`src/rtl/core/wbg_pkg.sv`:
```
// Package of types, codes and wave tables for the wavetable beep generator.
`timescale 1ns / 1ps

package wbg_pkg;

    // Command codes carried on the input tuser bit.
    localparam logic CMD_TICK = 1'b0;
    localparam logic CMD_BEEP = 1'b1;

    // Configuration register indexes.
    localparam logic [1:0] CFG_WAVE_SEL  = 2'd0;
    localparam logic [1:0] CFG_CUSTOM_LO = 2'd1;
    localparam logic [1:0] CFG_CUSTOM_HI = 2'd2;

    // Wave selector codes; the unused codes read the custom table.
    localparam logic [2:0] WAVE_CUSTOM   = 3'd0;
    localparam logic [2:0] WAVE_SQUARE   = 3'd1;
    localparam logic [2:0] WAVE_TRIANGLE = 3'd2;
    localparam logic [2:0] WAVE_SAWTOOTH = 3'd3;
    localparam logic [2:0] WAVE_SINE     = 3'd4;
    localparam logic [2:0] WAVE_ORGAN    = 3'd5;

    // Field widths.
    localparam int FREQ_W  = 19;
    localparam int LEN_W   = 24;
    localparam int PHASE_W = 24;
    localparam int VOL_W   = 17;
    localparam int IDX_W   = 4;

    // Volume of exactly one in 1.16 format.
    localparam logic [VOL_W-1:0] VOL_ONE = 17'h10000;

    // Queue between the front and the back.
    localparam int QDEPTH = 4;
    localparam int QPTR_W = 2;
    localparam int QCNT_W = 3;

    // One classified word as it travels through the queue.
    typedef struct packed {
        logic               cmd;
        logic [PHASE_W-1:0] step;
        logic [LEN_W-1:0]   len;
    } t_item;

    // Occupancy of the front pipeline stages.
    typedef struct packed {
        logic a_valid;
        logic b_valid;
    } t_front_occ;

    // Preset wave tables: square, triangle, sawtooth, sine, organ.
    localparam logic [7:0] WAVE_ROM [0:4][0:15] = '{
        '{8'hFF, 8'hFF, 8'hFF, 8'hFF, 8'hFF, 8'hFF, 8'hFF, 8'hFF,
          8'h00, 8'h00, 8'h00, 8'h00, 8'h00, 8'h00, 8'h00, 8'h00},
        '{8'h20, 8'h40, 8'h60, 8'h80, 8'hA0, 8'hC0, 8'hE0, 8'hFF,
          8'hE0, 8'hC0, 8'hA0, 8'h80, 8'h60, 8'h40, 8'h20, 8'h00},
        '{8'h10, 8'h20, 8'h30, 8'h40, 8'h50, 8'h60, 8'h70, 8'h80,
          8'h90, 8'hA0, 8'hB0, 8'hC0, 8'hD0, 8'hE0, 8'hF0, 8'hFF},
        '{8'hB0, 8'hD9, 8'hF5, 8'hFF, 8'hF5, 8'hD9, 8'hB0, 8'h7F,
          8'h4E, 8'h25, 8'h09, 8'h00, 8'h09, 8'h25, 8'h4E, 8'h7F},
        '{8'hFF, 8'hC0, 8'hC0, 8'h80, 8'hC0, 8'h80, 8'h80, 8'h40,
          8'hC0, 8'h80, 8'h80, 8'h40, 8'h80, 8'h40, 8'h40, 8'h00}
    };

    // Table entry for a selector, falling back to the custom table.
    function automatic logic [7:0] wave_entry(input logic [2:0]       sel,
                                              input logic [IDX_W-1:0] idx,
                                              input logic [127:0]     custom);
        logic [2:0] row;
        row = sel - WAVE_SQUARE;
        if (sel >= WAVE_SQUARE && sel <= WAVE_ORGAN) begin
            return WAVE_ROM[row][idx];
        end
        return custom[{idx, 3'b000} +: 8];
    endfunction

endpackage

```
`src/rtl/core/wbg_front.sv`:
```
// Front of the beep generator: turns each word's frequency into a phase step.
`timescale 1ns / 1ps

module wbg_front #(
    parameter int SAMPLE_RATE = 44100
) (
    input  logic                        i_clk,
    input  logic                        i_rst_n,
    input  logic                        i_valid,
    input  logic                        i_cmd,
    input  logic [wbg_pkg::FREQ_W-1:0]  i_freq,
    input  logic [wbg_pkg::LEN_W-1:0]   i_len,
    output logic                        o_valid,
    output wbg_pkg::t_item              o_item,
    output wbg_pkg::t_front_occ         o_occ
);
    import wbg_pkg::*;

    // The step is floor(freq * 2^20 / SAMPLE_RATE). A reciprocal with
    // SHIFT_K extra bits gives a quotient that is at most one too small.
    localparam int          FRAC_W  = 20;
    localparam int          SHIFT_K = FREQ_W;
    localparam logic [63:0] RECIP   = (64'd1 << (FRAC_W + SHIFT_K)) / SAMPLE_RATE;
    localparam int          MW      = $clog2(RECIP + 64'd1);
    localparam int          SRW     = $clog2(SAMPLE_RATE + 1);
    localparam int          PW      = FREQ_W + MW;
    localparam int          DW      = MW + SRW + 1;
    localparam logic [MW-1:0]  RECIP_C = MW'(RECIP);
    localparam logic [SRW-1:0] RATE_C  = SRW'(SAMPLE_RATE);

    // Stage A: frequency times the reciprocal.
    logic                r_a_valid;
    logic                r_a_cmd;
    logic [FREQ_W-1:0]   r_a_freq;
    logic [LEN_W-1:0]    r_a_len;
    logic [PW-1:0]       r_a_prod;

    // Stage B: estimated quotient and its product with the rate.
    logic                r_b_valid;
    logic                r_b_cmd;
    logic [FREQ_W-1:0]   r_b_freq;
    logic [LEN_W-1:0]    r_b_len;
    logic [MW-1:0]       r_b_q;
    logic [MW+SRW-1:0]   r_b_qsr;

    logic [MW-1:0]       a_q;
    logic [DW-1:0]       b_rem;
    logic [MW:0]         b_q_fix;

    assign a_q = r_a_prod[PW-1:SHIFT_K];

    always_ff @(posedge i_clk) begin
        if (!i_rst_n) begin
            r_a_valid <= 1'b0;
            r_b_valid <= 1'b0;
        end else begin
            r_a_valid <= i_valid;
            r_b_valid <= r_a_valid;
        end
        r_a_cmd  <= i_cmd;
        r_a_freq <= i_freq;
        r_a_len  <= i_len;
        r_a_prod <= PW'(i_freq) * PW'(RECIP_C);
        r_b_cmd  <= r_a_cmd;
        r_b_freq <= r_a_freq;
        r_b_len  <= r_a_len;
        r_b_q    <= a_q;
        r_b_qsr  <= (MW+SRW)'(a_q) * (MW+SRW)'(RATE_C);
    end

    // Remainder check lifts the estimate by one where it fell short.
    always_comb begin
        b_rem   = DW'({r_b_freq, {FRAC_W{1'b0}}}) - DW'(r_b_qsr);
        b_q_fix = {1'b0, r_b_q} + ((b_rem >= DW'(RATE_C)) ? (MW+1)'(1) : (MW+1)'(0));
    end

    assign o_valid       = r_b_valid;
    assign o_item.cmd    = r_b_cmd;
    assign o_item.step   = PHASE_W'(b_q_fix);
    assign o_item.len    = r_b_len;
    assign o_occ.a_valid = r_a_valid;
    assign o_occ.b_valid = r_b_valid;

endmodule

```
`src/rtl/core/wbg_queue.sv`:
```
// Short first-in first-out queue of classified words between front and back.
`timescale 1ns / 1ps

module wbg_queue (
    input  logic                        i_clk,
    input  logic                        i_rst_n,
    input  logic                        i_push,
    input  wbg_pkg::t_item              i_item,
    input  logic                        i_pop,
    output logic                        o_valid,
    output wbg_pkg::t_item              o_item,
    output logic [wbg_pkg::QCNT_W-1:0]  o_count
);
    import wbg_pkg::*;

    t_item              r_mem [QDEPTH];
    logic [QPTR_W-1:0]  r_wr_ptr;
    logic [QPTR_W-1:0]  r_rd_ptr;
    logic [QCNT_W-1:0]  r_count;

    // Pointers and fill count; the front never pushes into a full queue.
    always_ff @(posedge i_clk) begin
        if (!i_rst_n) begin
            r_wr_ptr <= '0;
            r_rd_ptr <= '0;
            r_count  <= '0;
        end else begin
            if (i_push) begin
                r_wr_ptr <= r_wr_ptr + QPTR_W'(1);
            end
            if (i_pop) begin
                r_rd_ptr <= r_rd_ptr + QPTR_W'(1);
            end
            r_count <= r_count + QCNT_W'(i_push) - QCNT_W'(i_pop);
        end
    end

    // Storage.
    always_ff @(posedge i_clk) begin
        if (i_push) begin
            r_mem[r_wr_ptr] <= i_item;
        end
    end

    assign o_valid = (r_count != '0);
    assign o_item  = r_mem[r_rd_ptr];
    assign o_count = r_count;

endmodule

```
`src/rtl/core/wbg_back.sv`:
```
// Back of the beep generator: envelope, wave lookup, phase and output word.
`timescale 1ns / 1ps

module wbg_back #(
    parameter int ENV_SAMPLES = 512
) (
    input  logic            i_clk,
    input  logic            i_rst_n,
    input  logic            i_valid,
    input  wbg_pkg::t_item  i_item,
    output logic            o_pop,
    input  logic [2:0]      i_wave_sel,
    input  logic [127:0]    i_custom,
    output logic            o_m_valid,
    input  logic            i_m_ready,
    output logic [7:0]      o_sample,
    output logic            o_sounding
);
    import wbg_pkg::*;

    localparam int               ENV_DIV  = 65536 / ENV_SAMPLES;
    localparam logic [VOL_W-1:0] ENV_STEP = VOL_W'((ENV_DIV == 0) ? 1 : ENV_DIV);
    localparam logic [LEN_W-1:0] ENV_LIM  = LEN_W'(ENV_SAMPLES);

    logic [PHASE_W-1:0] r_phase;
    logic [PHASE_W-1:0] r_step;
    logic [LEN_W-1:0]   r_left;
    logic [VOL_W-1:0]   r_vol;
    logic               r_m_valid;
    logic [7:0]         r_sample;
    logic               r_sounding;

    logic               tick;
    logic               beep;
    logic [VOL_W:0]     vol_sum;
    logic [VOL_W-1:0]   n_vol;
    logic [7:0]         entry;
    logic [VOL_W+7:0]   scaled;

    // A beep word never waits for the output; a tick needs a free slot.
    assign beep  = i_valid && (i_item.cmd == CMD_BEEP);
    assign tick  = i_valid && (i_item.cmd == CMD_TICK) && (!r_m_valid || i_m_ready);
    assign o_pop = beep || tick;

    // Envelope ramps up while the beep is long enough, down otherwise.
    always_comb begin
        vol_sum = {1'b0, r_vol} + {1'b0, ENV_STEP};
        if (r_left > ENV_LIM) begin
            n_vol = (vol_sum >= {1'b0, VOL_ONE}) ? VOL_ONE : vol_sum[VOL_W-1:0];
        end else begin
            n_vol = (r_vol <= ENV_STEP) ? '0 : r_vol - ENV_STEP;
        end
        entry  = wave_entry(i_wave_sel, r_phase[PHASE_W-1 -: IDX_W], i_custom);
        scaled = (VOL_W+8)'(n_vol) * (VOL_W+8)'(entry);
    end

    // Generator state and the output register.
    always_ff @(posedge i_clk) begin
        if (!i_rst_n) begin
            r_phase   <= '0;
            r_step    <= '0;
            r_left    <= '0;
            r_vol     <= '0;
            r_m_valid <= 1'b0;
        end else begin
            if (beep) begin
                r_step <= i_item.step;
                r_left <= i_item.len;
            end else if (tick) begin
                r_vol   <= n_vol;
                r_phase <= r_phase + r_step;
                if (r_left != '0) begin
                    r_left <= r_left - LEN_W'(1);
                end
            end
            if (tick) begin
                r_m_valid <= 1'b1;
            end else if (i_m_ready) begin
                r_m_valid <= 1'b0;
            end
        end
        if (tick) begin
            // Volume never exceeds one, so the product stays within a byte.
            r_sample   <= scaled[16 +: 8];
            r_sounding <= (r_left != '0) || (n_vol != '0);
        end
    end

    assign o_m_valid  = r_m_valid;
    assign o_sample   = r_sample;
    assign o_sounding = r_sounding;

endmodule

```
`src/rtl/core/wavetable_beep_generator.sv`:
```
// Wavetable beep generator with linear envelope, top level.
// Words enter on the s_ stream: tuser 0 is a tick that yields one sample word on
// the m_ stream, tuser 1 starts a beep and yields nothing. One word is taken in
// every clock cycle while s_tready is high; a tick's result passes through two
// multiplier stages that turn the frequency into a phase step, a four-entry
// queue, then the output register. The input stalls only when the queue plus
// the multiplier stages hold four words, which happens when the output side
// holds back. Configuration writes take effect at once; the user must make them
// while the block is idle, and the block itself does not enforce it.
`timescale 1ns / 1ps

module wavetable_beep_generator #(
    parameter int SAMPLE_RATE = 44100,
    parameter int ENV_SAMPLES = 512
) (
    input  logic        i_clk,
    input  logic        i_rst_n,
    input  logic        s_tvalid,
    output logic        s_tready,
    input  logic [47:0] s_tdata,   // tone_freq [18:0], beep_length [42:19], zeros
    input  logic        s_tuser,   // cmd
    output logic        m_tvalid,
    input  logic        m_tready,
    output logic [15:0] m_tdata,   // sample [7:0], sounding [8], zeros
    input  logic        i_cfg_we,
    input  logic [1:0]  i_cfg_idx,
    input  logic [63:0] i_cfg_data
);
    import wbg_pkg::*;

    logic [2:0]        r_wave_sel;
    logic [63:0]       r_custom_lo;
    logic [63:0]       r_custom_hi;

    logic              accept;
    logic              f_valid;
    t_item             f_item;
    t_front_occ        f_occ;
    logic              q_valid;
    t_item             q_item;
    logic [QCNT_W-1:0] q_count;
    logic [QCNT_W-1:0] occupancy;
    logic              pop;
    logic [7:0]        sample;
    logic              sounding;

    // Configuration registers; unknown indexes are ignored.
    always_ff @(posedge i_clk) begin
        if (!i_rst_n) begin
            r_wave_sel  <= WAVE_CUSTOM;
            r_custom_lo <= '0;
            r_custom_hi <= '0;
        end else if (i_cfg_we) begin
            unique case (i_cfg_idx)
                CFG_WAVE_SEL:  r_wave_sel  <= i_cfg_data[2:0];
                CFG_CUSTOM_LO: r_custom_lo <= i_cfg_data;
                CFG_CUSTOM_HI: r_custom_hi <= i_cfg_data;
                default: ;
            endcase
        end
    end

    // Credit check: words in flight plus queued words must leave room.
    assign occupancy = q_count + QCNT_W'(f_occ.a_valid) + QCNT_W'(f_occ.b_valid);
    assign s_tready  = (occupancy < QCNT_W'(QDEPTH));
    assign accept    = s_tvalid && s_tready;

    wbg_front #(
        .SAMPLE_RATE (SAMPLE_RATE)
    ) u_front (
        .i_clk   (i_clk),
        .i_rst_n (i_rst_n),
        .i_valid (accept),
        .i_cmd   (s_tuser),
        .i_freq  (s_tdata[FREQ_W-1:0]),
        .i_len   (s_tdata[FREQ_W +: LEN_W]),
        .o_valid (f_valid),
        .o_item  (f_item),
        .o_occ   (f_occ)
    );

    wbg_queue u_queue (
        .i_clk   (i_clk),
        .i_rst_n (i_rst_n),
        .i_push  (f_valid),
        .i_item  (f_item),
        .i_pop   (pop),
        .o_valid (q_valid),
        .o_item  (q_item),
        .o_count (q_count)
    );

    wbg_back #(
        .ENV_SAMPLES (ENV_SAMPLES)
    ) u_back (
        .i_clk      (i_clk),
        .i_rst_n    (i_rst_n),
        .i_valid    (q_valid),
        .i_item     (q_item),
        .o_pop      (pop),
        .i_wave_sel (r_wave_sel),
        .i_custom   ({r_custom_hi, r_custom_lo}),
        .o_m_valid  (m_tvalid),
        .i_m_ready  (m_tready),
        .o_sample   (sample),
        .o_sounding (sounding)
    );

    assign m_tdata = {7'b0, sounding, sample};

endmodule

```
`config.mk`:
```
export PLATFORM = sky130hd
export DESIGN_NAME = wavetable_beep_generator
export DESIGN_NICKNAME = d
export VERILOG_FILES = /design/src/rtl/core/wbg_pkg.sv /design/src/rtl/core/wbg_front.sv /design/src/rtl/core/wbg_queue.sv /design/src/rtl/core/wbg_back.sv /design/src/rtl/core/wavetable_beep_generator.sv
export SDC_FILE = /design/constraint.sdc
export NUM_CORES = 2
export LEC_CHECK = 0
export ABC_CLOCK_PERIOD_IN_PS = 10020
export BUFFER_PORTS_ARGS = -buffer_cell sky130_fd_sc_hd__buf_4
export CORE_MARGIN = 5
export CORE_UTILIZATION = 64
export CTS_CLUSTER_SIZE = 20
export DETAILED_ROUTE_END_ITERATION = 12
export MAX_ROUTING_LAYER = met4
export PLACE_DENSITY = 0.85
export SYNTH_ARGS = -nofsm -noshare
export SYNTH_HDL_FRONTEND = slang
export SYNTH_HIERARCHICAL = 1
export SYNTH_SLANG_ARGS = --single-unit
```
`constraint.sdc`:
```
create_clock -name i_clk -period 10.02 [get_ports i_clk]
set_input_delay 0.501 -clock i_clk [delete_from_list [all_inputs] [get_ports i_clk]]
set_output_delay 0.501 -clock i_clk [all_outputs]
set_load 0.05 [all_outputs]
```
==> metrics.md <==
| Metric | Value |
|---|---|
| Tcrit/Tclk final | `between 70% and 80%` |
| PortBufs | `roughly 130` |
| Die ar. | `between 60,000 and 70,000 sq um` |
| Netlist cell types | `110` |
| WP data arrival | `8190 ps` |
| Root Buffer | `clkbuf_16` |
| Critical path capture point type | `register` |
| Max Slew Vio Count | `0` |
| Post-CTS Resized | `0` |
| Placed cell area | `42,500 sq um` |
| Critical Path RT | `between 10,000 and 15,000 ps` |
| Setup WS pre-CTS | `2260 ps` |
| CTS Buf Count | `60` |
| Maximum Capacitance Violations | `0` |
| Worst skew pair latency | `about 630 ps` |
| Non-filler instance count after layout | `a little under 5,000` |
| Ys flop type | `dfxtp_1` |
| Width of the die | `approximately 260 um` |
| Cells after Synth | `about 4,000` |
| Row count | `92` |
| Fin crit period | `roughly 8000 ps` |
| Setup Buffers After CTS | `0` |
| Placed instance count | `4,813` |
| Finished Cell Area | `44,800 sq um` |
| Async set-reset flop share out of synthesis | `0%` |
| Largest net degree at the start of global routing | `133` |
| Global-route wire length before repair | `approximately 160,000 um` |
| Sequential fraction of the synthesis area | `between 30% and 40%` |
| RSZ-0062 raised after global routing | `no` |
| CTS sink cnt | `~600` |
| Synth warn | `6` |
| Via density | `about 5.9` |
| Syn Area/Cell | `around 10 sq um` |
| Commonest cells after routing, fill and taps aside | `inv_1 (541), nand2_1 (453), ha_1 (401)` |
| Final WS setup | `between 2000 and 2500 ps` |
| CTS tree | `done` |
| DRT antenna net count | `0` |
| Ports | `138` |
| Reg area | `approximately 14,000 sq um` |
| Setup crit start kind | `register` |
| Routed len/inst | `about 19 um` |
| CTS max path bufs | `3` |
| Rel. slew slack | `23.3%` |
| Vias in the first global route | `between 30,000 and 40,000` |
| Gr ovfl total | `0` |
| Post-CTS Hold Buffers | `25` |
| Drt initial violations | `roughly 2,300` |
| Hold Path Class | `in -> reg` |
| Routability cong. | `0.968` |
| H-tree depth | `2` |
| DP HPWL | `68,600 um` |
| Multi-input logic area | `24,100 sq um` |
| DRC Markers | `0` |
| Status | `complete, no violations` |
| Drt first pass iters | `6` |
| NumNets Final | `4,893` |
| Drt total wl | `between 90,000 and 100,000 um` |
| Core ar. | `roughly 63,000 sq um` |
| Worst Skew | `roughly 42 ps` |
| Diodes inserted | `0` |
| Actual slew at the worst max-slew pin | `about 1100 ps` |
| Starting Density | `around two thirds` |
| Area grow syn2layout | `9.03%` |
| Setup TNS | `0 ps` |
| EDFF count, synth | `about 210` |
| Setup violators final | `0` |
| Via Count | `a little under 30,000` |
| Initial antenna violation count | `0` |
| Overall global routing resource usage | `around 28%` |
| CP Max Fanout | `27` |
| Layout cell share with drive strength beyond 1 | `between 10% and 20%` |
| Fmax | `between 100 and 150 MHz` |
| Netlist Area Pre-Place | `~41,000 sq um` |
| Die H | `between 200 and 300 um` |
| #FFs+latches synth | `607` |
| Critical path type | `reg -> reg` |
| Fin. Hold Viols | `0` |
| CTS clk-pin slew, worst paths | `~60 ps` |
| Fillers | `between 4,000 and 5,000` |
| Commonest non-fill, non-tap cell in the layout | `inv_1` |
## final timing paths
check	start	end	slack [ps]	cells after the start
worst min register to register	u_front/r_a_len[22]	u_front/r_b_len[22]	330	0
worst max register to register	r_wave_sel[0]	u_back/o_sample[5]	2180	26
worst min-delay path	s_tdata[0]	u_front/r_a_freq[0]	70	1
worst max-delay path	r_wave_sel[0]	u_back/o_sample[5]	2180	26
## cell usage after synthesis (23+ instances only)
master	number	share of area, %
a211oi_1	35	0.64
a21boi_1	121	2.2
a21o_1	53	0.97
a21oi_1	163	2.0
and2_1	30	0.46
and3_1	28	0.43
buf_2	37	0.45
buf_4	28	0.51
clkbuf_1	62	0.57
dfxtp_1	402	20
edfxtp_1	205	15
fa_1	318	15
ha_1	401	12
inv_1	540	4.9
mux4_2	79	4.3
nand2_1	454	4.1
nand2b_1	27	0.41
nand3_1	69	0.84
nor2_1	240	2.2
nor2b_1	23	0.35
nor3_1	49	0.60
o21ai_0	80	0.97
or2_2	30	0.46
xnor2_1	85	1.8
xor2_1	45	0.96
## registers in the layout, indices dropped and copies added (netlist names), 2 cells and up, named ones only
| name | flops |
|---|---|
| u_front/r_b_q | 24 |
| u_queue/o_count | 3 |
| u_queue/r_rd_ptr | 2 |
| u_front/r_b_freq | 19 |
| r_wave_sel | 3 |
| u_queue/r_mem | 196 |
| r_custom_lo | 64 |
| u_back/r_vol | 17 |
| u_front/r_a_freq | 19 |
| u_front/r_a_len | 24 |
| u_back/r_step | 24 |
| u_front/r_b_len | 24 |
| u_queue/r_wr_ptr | 2 |
| r_custom_hi | 64 |
| u_back/r_phase | 24 |
| u_back/r_left | 24 |
| u_back/o_sample | 8 |
| u_front/r_a_prod | 24 |
| u_front/r_b_qsr | 34 |
## kinds of logic after synthesis
family / count (synthesis) / share of synthesized area (%)
and+or+nand+nor: 1064 / 12.1
adders and majority gates: 720 / 27.7
buffers and inverters: 692 / 6.95
AOI/OAI and AO/OA: 642 / 10.7
DFF: 607 / 34.6
xor gates and xnor gates: 131 / 2.83
muxes: 106 / 5.08
other: 1 / 0.00913
## layer usage
layer	part of all wire, %	vias up	track usage, %
met2	51	1069	48.7
met5	0	-	-
met1	40	14420	35.0
li1	-	13596	-
met4	4.1	0	10.1
met3	5.6	290	3.71
## worst max-delay path, stage by stage (launching register included)
cell and delay (ps):
dfxtp_1 450, inv_1 140, ha_1 210, inv_1 50, ha_1 500, nor2b_1 380
nand2_1 100, a311o_1 370, o211ai_1 120, o211ai_1 130, o21ai_2 730, nor2_1 170
fa_1 520, fa_1 520, fa_1 550, inv_1 50, fa_1 530, inv_1 40
ha_1 310, a211o_1 310, a21oi_1 180, o211ai_1 120, a31o_2 270, and3_1 170
a311o_2 420, nand4_1 130, o311ai_2 100
## final cells by class
cell class	instances	area share (%)
clock buffer	85	3.81
sequential	607	31.7
clock inverter	29	0.804
tap	846	2.36
multi-input combinational	2670	53.7
timing repair buffer	171	3.00
inverter	544	4.56
## stage by stage
step / hold slack, ps / util (%)
floorplan: 310 / -
global placement: 310 / 67.1
detailed placement: 312 / 67.1
CTS: 48.5 / 70.8
global route: 60.5 / 70.8
finish: 73.7 / 70.8
Power is not shown: default switching activity piles up to over one toggle a cycle in this logic, so the estimate is an artifact.
